[config.mk]
export PLATFORM = sky130hd
export DESIGN_NAME = multi_slot_interval_timer_core
export DESIGN_NICKNAME = d
export VERILOG_FILES = /design/src/hw/rtl/mst_pkg.sv /design/src/hw/rtl/multi_slot_interval_timer_core.sv /design/src/hw/rtl/mst_cell.sv
export SDC_FILE = /design/constraint.sdc
export NUM_CORES = 2
export LEC_CHECK = 0
export BUFFER_PORTS_ARGS = -buffer_cell sky130_fd_sc_hd__buf_2
export CAP_MARGIN = 20
export CORE_MARGIN = 2
export CORE_UTILIZATION = 60
export CTS_BUF_LIST = sky130_fd_sc_hd__clkbuf_2 sky130_fd_sc_hd__clkbuf_4 sky130_fd_sc_hd__clkbuf_8
export CTS_CLUSTER_SIZE = 30
export DETAILED_ROUTE_END_ITERATION = 10
export GPL_ROUTABILITY_DRIVEN = 1
export PLACE_DENSITY = 0.82
export SLEW_MARGIN = 20
export SYNTH_ARGS = -nofsm -noshare
export SYNTH_HDL_FRONTEND = slang
export SYNTH_SLANG_ARGS = --single-unit
[constraint.sdc]
create_clock -name clock -period 10.2 [get_ports clock]
set_clock_uncertainty 0.1 [all_clocks]
set_input_delay 2.04 -clock clock [delete_from_list [all_inputs] [get_ports clock]]
set_output_delay 2.04 -clock clock [all_outputs]
set_load 0.005 [all_outputs]
[src/hw/rtl/mst_pkg.sv]
// shared types and constants for the multi-slot interval timer
package mst_pkg;

   localparam int NUM_SLOTS_DEF = 8;
   localparam int SLOT_W        = 3;
   localparam int MASK_W        = 8;
   localparam int TIME_W        = 32;

   typedef enum logic [2:0] {
      OP_CREATE = 3'd0,
      OP_DELETE = 3'd1,
      OP_START  = 3'd2,
      OP_STOP   = 3'd3,
      OP_TICK   = 3'd4
   } op_type;

   typedef enum logic [1:0] {
      ST_OK    = 2'd0,
      ST_FULL  = 2'd1,
      ST_RANGE = 2'd2
   } status_type;

   // one transaction as it walks down the row of slot cells
   typedef struct packed {
      logic               valid;
      op_type             opcode;
      logic [SLOT_W-1:0]  slot;
      logic [TIME_W-1:0]  target;
      logic               periodic;
      logic [TIME_W-1:0]  now;
      status_type         status;
      logic [SLOT_W-1:0]  slot_out;
      logic [MASK_W-1:0]  mask;
   } token_type;

endpackage

[src/hw/rtl/multi_slot_interval_timer_core.sv]
// top level: pool of interval timer slots built as a row of slot cells
// Each transaction enters the first slot cell and moves one cell per cycle down a
// row of NUM_SLOTS cells; each cell owns one timer slot and updates it as the
// transaction passes, so create finds the lowest free slot and tick collects the
// expired mask along the way. The last cell's register is the result register.
// A transaction crosses the NUM_SLOTS cell registers to reach rsp_valid; a new one is
// taken every cycle while results are being taken, and the whole row holds when
// rsp_ready is low with a result waiting. Only slots 0 to 7 can be named by
// req_slot or reported in rsp_expired_mask.
module multi_slot_interval_timer_core #(
   parameter int NUM_SLOTS = mst_pkg::NUM_SLOTS_DEF
) (
   input  logic                        clock,
   input  logic                        reset,
   input  logic                        req_valid,
   output logic                        req_ready,
   input  logic [2:0]                  req_opcode,
   input  logic [mst_pkg::SLOT_W-1:0]  req_slot,
   input  logic [mst_pkg::TIME_W-1:0]  req_target_time,
   input  logic                        req_periodic,
   output logic                        rsp_valid,
   input  logic                        rsp_ready,
   output logic [1:0]                  rsp_status,
   output logic [mst_pkg::SLOT_W-1:0]  rsp_slot_out,
   output logic [mst_pkg::MASK_W-1:0]  rsp_expired_mask
);

   mst_pkg::token_type          chain [NUM_SLOTS+1];
   mst_pkg::token_type          entry;
   mst_pkg::op_type             op;
   logic [mst_pkg::TIME_W-1:0]  now_ff, now_in;
   logic                        advance;
   logic                        out_of_range;

   assign advance   = !chain[NUM_SLOTS].valid || rsp_ready;
   assign req_ready = advance;
   assign op        = mst_pkg::op_type'(req_opcode);

   assign out_of_range = (32'(req_slot) >= 32'(NUM_SLOTS));

   always_comb begin
      now_in = now_ff;
      if (req_valid && advance && op == mst_pkg::OP_TICK) begin
         now_in = now_ff + mst_pkg::TIME_W'(1);
      end
   end

   always_comb begin
      entry.valid    = req_valid;
      entry.opcode   = op;
      entry.slot     = req_slot;
      entry.target   = req_target_time;
      entry.periodic = req_periodic;
      entry.now      = (op == mst_pkg::OP_TICK) ? now_ff + mst_pkg::TIME_W'(1) : now_ff;
      entry.status   = mst_pkg::ST_OK;
      entry.slot_out = req_slot;
      entry.mask     = '0;
      unique case (op)
         mst_pkg::OP_CREATE: begin
            // stays full unless some cell claims it
            entry.status   = mst_pkg::ST_FULL;
            entry.slot_out = '0;
         end
         mst_pkg::OP_DELETE, mst_pkg::OP_START, mst_pkg::OP_STOP: begin
            if (out_of_range) begin
               entry.status = mst_pkg::ST_RANGE;
            end
         end
         default: ;
      endcase
   end

   always_ff @(posedge clock) begin
      if (reset) begin
         now_ff <= '0;
      end else begin
         now_ff <= now_in;
      end
   end

   assign chain[0] = entry;

   for (genvar i = 0; i < NUM_SLOTS; i++) begin : g_cell
      mst_cell #(
         .SLOT_INDEX (i)
      ) u_cell (
         .clock   (clock),
         .reset   (reset),
         .advance (advance),
         .in_tok  (chain[i]),
         .out_tok (chain[i+1])
      );
   end

   assign rsp_valid        = chain[NUM_SLOTS].valid;
   assign rsp_status       = chain[NUM_SLOTS].status;
   assign rsp_slot_out     = chain[NUM_SLOTS].slot_out;
   assign rsp_expired_mask = chain[NUM_SLOTS].mask;

endmodule

[src/hw/rtl/mst_cell.sv]
// one timer slot: holds the slot state and processes each passing transaction
module mst_cell #(
   parameter int SLOT_INDEX = 0
) (
   input  logic               clock,
   input  logic               reset,
   input  logic               advance,
   input  mst_pkg::token_type in_tok,
   output mst_pkg::token_type out_tok
);

   localparam bit REPORTABLE = (SLOT_INDEX < mst_pkg::MASK_W);
   localparam logic [mst_pkg::MASK_W-1:0] MY_BIT =
      REPORTABLE ? (mst_pkg::MASK_W'(1) << SLOT_INDEX) : '0;

   logic                        alloc_ff, alloc_in;
   logic                        run_ff, run_in;
   logic                        rpt_ff, rpt_in;
   logic [mst_pkg::TIME_W-1:0]  stamp_ff, stamp_in;
   logic [mst_pkg::TIME_W-1:0]  ivl_ff, ivl_in;
   mst_pkg::token_type          out_tok_ff, out_tok_in;
   logic [mst_pkg::TIME_W-1:0]  elapsed;
   logic                        hit;
   logic                        slot_ok;

   assign elapsed = in_tok.now - stamp_ff;
   assign hit     = REPORTABLE &&
                    (in_tok.slot == mst_pkg::SLOT_W'(SLOT_INDEX));
   assign slot_ok = hit && (in_tok.status == mst_pkg::ST_OK);

   always_comb begin
      alloc_in   = alloc_ff;
      run_in     = run_ff;
      rpt_in     = rpt_ff;
      stamp_in   = stamp_ff;
      ivl_in     = ivl_ff;
      out_tok_in = in_tok;
      if (in_tok.valid) begin
         unique case (in_tok.opcode)
            mst_pkg::OP_CREATE: begin
               // first free cell along the row takes the create
               if (in_tok.status == mst_pkg::ST_FULL && !alloc_ff) begin
                  alloc_in            = 1'b1;
                  run_in              = 1'b0;
                  rpt_in              = 1'b0;
                  out_tok_in.status   = mst_pkg::ST_OK;
                  out_tok_in.slot_out = mst_pkg::SLOT_W'(SLOT_INDEX);
               end
            end
            mst_pkg::OP_DELETE: begin
               if (slot_ok) begin
                  alloc_in = 1'b0;
                  run_in   = 1'b0;
               end
            end
            mst_pkg::OP_START: begin
               if (slot_ok) begin
                  stamp_in = in_tok.now;
                  ivl_in   = in_tok.target;
                  run_in   = 1'b1;
                  rpt_in   = in_tok.periodic;
               end
            end
            mst_pkg::OP_STOP: begin
               if (slot_ok) begin
                  run_in = 1'b0;
                  rpt_in = 1'b0;
               end
            end
            mst_pkg::OP_TICK: begin
               // now already carries the incremented time
               if (run_ff && elapsed >= ivl_ff) begin
                  if (rpt_ff) begin
                     stamp_in = in_tok.now;
                  end else begin
                     run_in = 1'b0;
                  end
                  if (alloc_ff) begin
                     out_tok_in.mask = in_tok.mask | MY_BIT;
                  end
               end
            end
            default: ;
         endcase
      end
   end

   always_ff @(posedge clock) begin
      if (reset) begin
         alloc_ff   <= 1'b0;
         run_ff     <= 1'b0;
         rpt_ff     <= 1'b0;
         out_tok_ff <= '0;
      end else if (advance) begin
         alloc_ff   <= alloc_in;
         run_ff     <= run_in;
         rpt_ff     <= rpt_in;
         out_tok_ff <= out_tok_in;
      end
   end

   always_ff @(posedge clock) begin
      if (advance) begin
         stamp_ff <= stamp_in;
         ivl_ff   <= ivl_in;
      end
   end

   assign out_tok = out_tok_ff;

endmodule

* Word level (Yosys, flattened, before mapping)
Cells that the tools add are included.
** Storage, ports and cells
- Register bits after elaboration :: 1177
- Input bits :: 43
- Output and inout bits :: 15
- Logic and storage cells :: 532
** Cells by class
- Add/sub/neg operators :: 9
- $lt $le $gt $ge :: 8
- Equal/unequal tests :: 111
- Multiplexer cells :: 163
- Reductions and logical operators :: 133
** Operator list (number)
- $mux W32 :: 25
- $pmux W32 S2 :: 8
- $ge A32 B32 Y1 :: 8
- $sub A32 B32 Y32 :: 8
- $ne A2 B1 Y1 const B :: 56
- $mux W13 :: 8
- $reduce_and A6 Y1 :: 16
- $mux W5 :: 17
- $reduce_and A8 Y1 :: 8
- $mux W1 :: 58
- $eq A3 B2 Y1 const B :: 18
- $mux W8 :: 5
- $reduce_and A5 Y1 :: 8
- $eq A3 B3 Y1 const B :: 12
- $add A32 B1 Y32 const B :: 1
- $pmux W1 S4 :: 8
- $reduce_and A4 Y1 :: 8
- $reduce_bool A2 Y1 :: 16
- $reduce_bool A4 Y1 :: 8
- $eq A3 B1 Y1 const B :: 9
- $logic_not A3 Y1 :: 9
- $logic_and A1 B1 Y1 :: 26
- $pmux W1 S3 :: 8
- $reduce_bool A3 Y1 :: 8
- 13 further kinds :: 68

* Longest topological paths before layout
- Depth after elaboration :: 8
- Gate-level depth with buffers :: 26
- Depth with buffers taken out :: 25

* Cells and area by module
A second synthesis with hierarchy kept.
** Second synthesis, totals
- Cells, all modules :: 6261
- Area, all modules :: 63559.7 µm²
** By module, submodules not included
- mst_cell at g_cell[3].u_cell ... :: instances 2, cells an instance 766, area an instance 7747.4 µm², sequential area each 3683.5 µm²
- mst_cell at g_cell[1].u_cell ... :: instances 2, cells an instance 715, area an instance 7512.2 µm², sequential area each 3683.5 µm²
- mst_cell at g_cell[0].u_cell :: instances 1, cells an instance 766, area an instance 7749.9 µm², sequential area each 3683.5 µm²
- mst_cell at g_cell[5].u_cell :: instances 1, cells an instance 767, area an instance 7746.2 µm², sequential area each 3683.5 µm²
- mst_cell at g_cell[6].u_cell :: instances 1, cells an instance 747, area an instance 7723.7 µm², sequential area each 3683.5 µm²
- mst_cell at g_cell[7].u_cell :: instances 1, cells an instance 745, area an instance 7713.6 µm², sequential area each 3683.5 µm²
- multi_slot_interval_timer_core :: instances 1, cells an instance 274, area an instance 2107.0 µm², sequential area each 640.6 µm²

* Least setup slack after synthesis
Ideal clock, no wire load.
- Kind :: input port to flip-flop
- From :: input port req_opcode[1]
- To :: register g_cell[0].u_cell.stamp_ff[0] (netlist bit) (enable)
- Library setup time :: 0.468 ns
- Arrival :: 8.677 ns
- Data required time :: 9.632 ns
- Slack :: 0.955 ns
- Stages on the path :: 25
- Path buffers :: 1
- Path through :: buf_6 > nor2_4 > nand2_2 > or3_1 > nor2_1 > and4_1 > xor2_1 > ha_1 > and4_1 > o211ai_1 > or2_2 > a2111oi_0 > o31ai_1 > o2bb2ai_1 > nor2_1 > a221oi_1 > xnor2_1 > ha_1 > nand4_1 > nor2_1 > and3_1 > nor2b_1 > a31oi_1 > nand3_1 > nor3b_1
** RTL lines
- start: declaration :: line multi_slot_interval_timer_core.sv:17 : input logic [2:0] req_opcode,
- end signal: assignment :: line mst_cell.sv:104 : stamp_ff <= stamp_in;
- end: declaration :: line mst_cell.sv:19 : logic [mst_pkg::TIME_W-1:0] stamp_ff, stamp_in;

==> results.json <==
{
  "avgSynthCellArea_sq_um": 9.209,
  "die_area_sq_um": 99230,
  "fp.dieH_um": 315.0,
  "io_buffers": 56,
  "cap_violations": 0,
  "cp_slowest_stage_delay_ns": 0.51,
  "synth_simple_gate_area_share": 0.1502,
  "multi_input_area_sq_um": 26870,
  "synth-xor-area-share": 0.04150,
  "cts.clk_slew.worst_paths_ns": 0.06,
  "crit_buf_inv": 3,
  "start_kind": "input port",
  "cts-htree-levels": 4,
  "cts_buffer_depth": 3,
  "synth_top_family_by_area": "compound AO/OA/AOI/OAI gates",
  "grt-ovfl-total": 0,
  "cts_hold_buf": 0,
  "worst_ep_arrival_time_ns": 8.10,
  "drt_iter0_drc": 2971,
  "required_ns": 10.56,
  "worstPathMaxFanout": 32,
  "seqCellArea_sq_um": 27970,
  "post_synth_inst_count": 6302,
  "rsz0062_at_grt": "false",
  "syn_area_sq_um": 58040,
  "initial_core_util": 0.6028,
  "synthDistinctLibCells": 97,
  "cts_tree": "yes",
  "antenna_left": 0,
  "ios": 58,
  "crit_type": "input port to flip-flop",
  "fin_setup_tns_ns": 0,
  "synth_edf_count": 512,
  "outcome": "complete, no violations",
  "async_reset_ff_frac": 0,
  "muxShareOfSynthArea": 0.001401,
  "finalMaxSlewViolations": 0,
  "clk_latency_ns": 0.86,
  "hold_viol_final": 0,
  "grt_pass1_wl_mm": 210.0,
  "hold_ws_ns": 0.3269,
  "cts_setup_buffers": 0,
  "worst_slew_pin_slew_ns": 1.339,
  "slowest_stage": "or3_1",
  "setup_viol": 0,
  "post_route_cells_drive_above_1_share": 0.07453,
  "post-route-min-period_ns": 7.738,
  "antenna_found_initial": 6,
  "finalWeightedCongestion": 0.9215,
  "routed_wirelength_mm": 128.5,
  "final.fill_count": 7493,
  "slew_headroom": 0.1076,
  "ys.flop_type": "dfxtp_1",
  "synth-adder-area-share": 0.1116,
  "viasPerCell": 5.609,
  "std_cell_rows": 114,
  "first_global_vias": 42720,
  "fin_nets": 6866,
  "routed-via-count": 43470,
  "dp_hpwl_mm": 90.78,
  "drc": 0,
  "cts_root_buffer": "clkbuf_8",
  "synth_compound_area_frac": 0.1566,
  "cts.sinks": 1141,
  "first_pass_iters": 6,
  "holdCritPathClass": "flip-flop to flip-flop",
  "area_growth_pct": 9.020,
  "yosys_register_bits": 1141,
  "p_leak_nw": 28.10,
  "post_cts_resize_count": 0,
  "synth.yosys.seq_area_share": 0.4819,
  "die_x_um": 315.0,
  "ir_drop_mv": 0.1361,
  "grt_max_degree": 252,
  "finalCritPeriodShare": 0.7587,
  "post_drt_wl_per_cell_um": 16.58,
  "powerDensity_nw_per_um2": 145.1,
  "syn-num-nets": 6858,
  "ys_warn_count": 0,
  "fmax_mhz": 129.2,
  "cts_buffers": 181,
  "track_usage": 0.2586,
  "crit_top_cell": "nor2_1",
  "cp_top_family": "simple AND/OR/NAND/NOR gates",
  "worstSetupEndpointType": "flip-flop",
  "design.core.area_sq_um": 96280
}
-- report_power, final --
group | leakage (nW) | internal (mW) | switching [mW]
Sequential | 9.23 | 4.78 | 0.0304
Clock | 2.13 | 2.42 | 1.81
Combinational | 16.7 | 0.0393 | 0.0961
-- Yosys cell counts, drive strengths merged (87+ instances only) --
cell type	instances	share of area
ha	505	0.11
a21o	206	0.027
a21oi	827	0.071
o21ai	157	0.014
nand3	90	0.0080
nor3	87	0.0075
inv	589	0.038
dfxtp	629	0.22
xor2	102	0.015
edfxtp	512	0.26
xnor2	173	0.026
nor2	287	0.019
nand2	1226	0.079
clkbuf	232	0.015
-- metal layers --
layer / global-route usage / routed length [um] / vias to the layer above
met2: 0.4437 / 62120 / 1035
li1: - / - / 21840
met5: 0 / 0 / -
met1: 0.3332 / 56860 / 20340
met4: 0.09286 / 3679 / 0
met3: 0.03664 / 5836 / 250
-- state kept, by name, summed over array words and instances, names as in the netlist --
signal / flops
g_cell.u_cell.alloc_ff: 8
g_cell.u_cell.ivl_ff: 256
g_cell.u_cell.out_tok: 573
g_cell.u_cell.rpt_ff: 8
g_cell.u_cell.run_ff: 8
g_cell.u_cell.stamp_ff: 256
now_ff: 32
-- path summary, 6_finish.rpt --
path | from | endpoint | slack, ns | cells past startpoint
hold / removal | g_cell[6].u_cell.out_tok[58] | g_cell[7].u_cell.ivl_ff[12] | 0.33 | 0
setup / recovery | req_opcode[0] | g_cell[0].u_cell.stamp_ff[12] | 2.46 | 28
hold reg to reg | g_cell[6].u_cell.out_tok[58] | g_cell[7].u_cell.ivl_ff[12] | 0.33 | 0
setup reg to reg | g_cell[0].u_cell.out_tok[14] | g_cell[1].u_cell.stamp_ff[12] | 3.26 | 19
-- cell families (layout without fill, tap and decap cells) --
group / Yosys count / after routing
AND/OR/NAND/NOR: 2006 / 2006
AO/OA/AOI/OAI: 1508 / 1508
flip-flops: 1141 / 1141
buffers and inverters: 850 / 1015
adder cells (fa/ha/maj): 513 / 513
XOR/XNOR: 275 / 275
multiplexers: 8 / 8
other: 1 / 8
-- cells in the final DEF, fill, tap and decap left out, types with 36 or more instances in the layout --
cell / Yosys / final
a31oi_1: 36 / 36
a21oi_1: 826 / 825
xor2_1: 102 / 102
nand3_1: 89 / 89
nand4_1: 71 / 71
xnor2_1: 173 / 173
buf_2: 3 / 55
dfxtp_1: 629 / 629
nor3_1: 87 / 87
inv_1: 588 / 588
a21o_1: 206 / 206
edfxtp_1: 512 / 512
o21bai_1: 38 / 38
o21ai_0: 154 / 154
ha_1: 505 / 505
clkbuf_4: 0 / 65
clkbuf_8: 0 / 216
nor2b_1: 51 / 50
nor2_1: 285 / 280
nand2_1: 1224 / 1224
-- final cells by class --
class / instances / area share
clock buffer: 281 / 0.05470
tap: 1276 / 0.02523
timing repair buffer: 86 / 0.008998
multi-input combinational: 4311 / 0.4247
clock inverter: 59 / 0.008998
sequential: 1141 / 0.4420
inverter: 589 / 0.03506
antenna: 7 / 0.0002769
-- metrics by stage --
step	cells	util	setup WS (ns)	power (mW)	instance area, sq um
final	7750	0.6572	2.462	9.179	63270
after global routing	7748	0.6571	2.077	9.456	63270
after CTS	7743	0.6569	2.533	9.241	63250
after detailed placement	7403	0.6151	1.589	5.038	59220
after global placement	7403	0.6151	1.659	5.033	59220
after floorplan	6302	-	0.9552	4.984	58040
(Power assumes the default switching activity.)
